`src/hdl/mit_ram.sv`:
```
// Generic single-port write, single-port registered-read RAM.
// No dependencies.
module mit_ram #(
   parameter int Width = 8,
   parameter int Depth = 16
) (
   input  logic                     clock,
   input  logic                     wr_en,
   input  logic [$clog2(Depth)-1:0] wr_addr,
   input  logic [Width-1:0]         wr_data,
   input  logic [$clog2(Depth)-1:0] rd_addr,
   output logic [Width-1:0]         rd_data
);
   logic [Width-1:0] mem [Depth];

   always_ff @(posedge clock) begin
      if (wr_en) mem[wr_addr] <= wr_data;
      rd_data <= mem[rd_addr];
   end
endmodule

```
`config.mk`:
```
export PLATFORM = sky130hd
export DESIGN_NAME = mit_ram
export DESIGN_NICKNAME = d
export VERILOG_FILES = /design/src/hdl/mit_ram.sv
export SDC_FILE = /design/constraint.sdc
export NUM_CORES = 1
export LEC_CHECK = 0
export ABC_AREA = 1
export BUFFER_PORTS_ARGS = -buffer_cell sky130_fd_sc_hd__buf_2
export CAP_MARGIN = 40
export CORE_ASPECT_RATIO = 1.2
export CORE_MARGIN = 3
export CORE_UTILIZATION = 55
export CTS_CLUSTER_DIAMETER = 200
export DETAILED_ROUTE_END_ITERATION = 10
export PLACE_DENSITY = 0.72
export SLEW_MARGIN = 20
export SYNTH_ARGS = -nofsm -noshare
export SYNTH_HDL_FRONTEND = slang
export SYNTH_SLANG_ARGS = --single-unit
export TNS_END_PERCENT = 50
```
`constraint.sdc`:
```
create_clock -name clock -period 1.24 [get_ports clock]
set_input_delay 0.186 -clock clock [delete_from_list [all_inputs] [get_ports clock]]
set_output_delay 0.186 -clock clock [all_outputs]
set_load 0.02 [all_outputs]
```
== After elaboration in Yosys (flattened, before gate mapping) ==
Memory sizes are Yosys's and may differ from the RTL's. A register that Yosys moved wholly into a read port is not among the register bits.
Index checks and enable logic that the tools add are counted.
W data, S select, Z words.

* Add/subtract/negate cells: 0
* Divide/modulo/power cells: 0
* Multiplexer cells: 2
* Shift-type cells: 0
* Reductions and logical operators: 0
* $mul: 0
* Bitwise operators: 0
* Equal/unequal tests: 0
* Order comparisons: 0

{| class="wikitable"
|+ Operators with widths
! operator !! number
|-
| $mux W1 || 2
|}

* Output and inout port bits: 8
* Bits in read-only memories: 0
* Latch bits: 0
* Logic and storage cells: 3
* Memory bits (writable): 128
* Memories kept: 1
* Bits of input ports: 18
* Register bits after elaboration: 0

{| class="wikitable"
|+ Memory list
! name !! words !! bits a word !! rd ports !! clocked after memory_dff !! write ports !! RTL line !! source
|-
| mem || 16 || 8 || 1 || 1 || 1 || 14 || <nowiki>logic [Width-1:0] mem [Depth];</nowiki>
|}

== Longest topological paths before layout ==
* Word-level depth: 2
* Mapped depth: 8
* Mapped depth without buffers: 7

== Least setup slack after synthesis ==
OpenSTA, ideal clock, no wires.

* Path type: input port to flip-flop
* Start point: input wr_addr[3]
* End point: memory mem[4][0] (enable)
* Cell stages on the path: 2
* Data required time: 0.870 ns
* Data arrival time: 0.767 ns
* Buffers on the path: 0
* Setup time: 0.370 ns
* Path slack: 0.103 ns
* Cell sequence: nand3b_1 > nor2_1

{| class="wikitable"
|+ RTL lines
! element !! RTL line !! source
|-
| from (decl) || 9 || <nowiki>input logic [$clog2(Depth)-1:0] wr_addr,</nowiki>
|-
| to (decl) || 14 ||
|}

Straight into the memory's write port.

== Worst setup path after layout ==
* Start point: register rd_data[7], read port of mem
* End point: output rd_data[7]

{| class="wikitable"
|+ RTL lines
! element !! RTL line !! source
|-
| from (decl) || 12 || <nowiki>output logic [Width-1:0] rd_data</nowiki>
|}

No word-level cell between the ends.

==> metrics.txt <==
Final nets between 600 and 700; drt pass-1 iters 6; Post-Syn Nets ~570; P_leak 2.975 nW; met2 usage around 37%; Final Wtd Congestion 0.8457; VDD IR max about 1100 uV; final number of hold-violating endpoints 0; core area 10,110 sq um; synthesized cell area 5767 sq um; synthesis-stage register bit count 136; Post-Syn Instances 551; Initial Util 57.04%; grt total ovfl 0; final period utilization 91.97%; vias in the first global route 3,838; max-cap violations 0; Clock Latency Late Sink 0.41 ns; gr usage total 23.12%; Wirelength per Cell 17.07 um; Final setup viols 0; largest net degree at the start of global routing approximately 50; area leader, netlist edfxtp_1; Initial DRC Count 436; DRT antenna net count 0; Slew @ Worst Pin 0.3784 ns; Row Count 40; share of cells above drive strength 1 13.63%; number of synthesized flops with an enable pin 128; Post-Layout Cell Count 735; HP Class input port to flip-flop; Layout area overhead 17.64%; CTS Hold Bufs 0; most frequent cell after synthesis nand2_1; vias 3,905; Final TNS setup 0 ns; fin worst setup slack 0.09960 ns; met1 Track Usage GR between 20% and 30%; worst rel slew slack 74.77%; crit-path cells buf_2; pre-CTS WS -0.01897 ns; Syn Area/Cell around 10 sq um; unrepaired setup endpoints after global routing false; Routed WL 12,550 um; CP max FO 1; dpl hpwl approximately 7700 um; Max clock buf depth 2; Num CTS Buffers 17; via density per instance approximately 5.3; outcome finished clean; Design Power ~11 mW; Worst Clk Skew 0.003492 ns; Critical Path Start Type flip-flop; FMAX 876.9 MHz; TritonCTS clock tree yes; die width 99.48 um; yosys warns 0; Die Ht approximately 120 um; I/O Pins 26; top cells by count, synth nand2_1 (173), edfxtp_1 (128), inv_1 (100); critical path's slowest cell dfxtp_1; Post-CTS Setup Bufs 0; post_cts resized 0; diode count 0; # DRC 0; CTS H-Tree Depth 4; Most used DFF post-synth edfxtp_1; port bufs 25; Die Area 11,760 sq um; grt met3 use 6.139%; delay-heaviest family, CP flip-flops; top area cells in the synthesized netlist edfxtp_1 (67%), nand2_1 (11%), nand3_1 (8.4%); Async S/R FF share, synth 0%; CP peak stage delay 0.36 ns; Root Driver clkbuf_16; Worst Path Arrival 0.95 ns; Slew Limit Fails 0; Top Usage Layer GRT met2; register area share after synthesis 69.43%; antenna violations before repair 0; Distinct cells, synth 12; post-synth top area share 66.65%; pwr dens 1665 nW/um^2; Final min period 1.140 ns; critical path class flip-flop to primary output; Worst Setup End Kind primary output; placed cell count 703; first-pass GRT wire length 20,140 um; worst path bufs/invs 1; worst hold margin 0.1997 ns; clock slew at reported path FFs approximately 0.060 ns; WP data required 1.05 ns; clock sinks 136
[flip-flops by register name (all words and copies together), names as in the netlist]
register / cells
mem: 128
rd_data: 8
[layout by cell type (no fill, tap or decap)]
master,n
inv_1,100
buf_12,5
nand2_1,173
inv_2,2
dfxtp_1,8
nor2_1,17
clkinv_1,1
inv_6,2
buf_2,25
nand3_1,97
buf_4,20
edfxtp_1,128
nand3b_1,2
bufinv_16,5
clkinvlp_4,3
clkinv_4,3
clkinv_2,1
clkbuf_16,17
[where the power goes]
part	internal (mW)	switching, mW
combinational	0.210	0.474
sequential	5.14	0.0328
clock	3.57	1.86
total	8.92	2.37
[metal layers]
metal / up-vias / part of all wire (%)
li1: 1864 / -
met1: 1851 / 40
met2: 166 / 51
met3: 24 / 7.1
met4: 0 / 2.4
met5: - / 0
[per-stage QoR]
stage / utilization (%) / cell area [sq um]
after floorplan: - / 5767
after global placement: 60.67 / 6133
after detailed placement: 60.67 / 6133
after CTS: 67.10 / 6784
after global routing: 67.10 / 6784
final: 67.10 / 6784
[path summary, 6_finish.rpt]
path / start / to / slack [ns] / depth (start not counted)
max reg2reg: mem[8][6] / rd_data[6] / 0.20 / 6
min: wr_data[1] / mem[10][1] / 0.20 / 1
max: rd_data[7] / rd_data[7] / 0.1 / 1
min reg2reg: mem[2][6] / rd_data[6] / 0.68 / 6
[logic make-up after synthesis]
family        count (synthesis)  share of synthesized area (%)
buf+inv                     126                          9.525
flops                       136                          69.43
simple gates                289                          21.05
[layout make-up]
class / count / area [sq um]
clock buffer: 17 / 425.4
clock inverter: 15 / 225.2
fill: 744 / 3326
inverter: 102 / 382.9
multi-input combinational: 289 / 1214
sequential: 136 / 4004
tap: 126 / 157.7
timing repair buffer: 50 / 375.4
(Power assumes the default switching activity.)
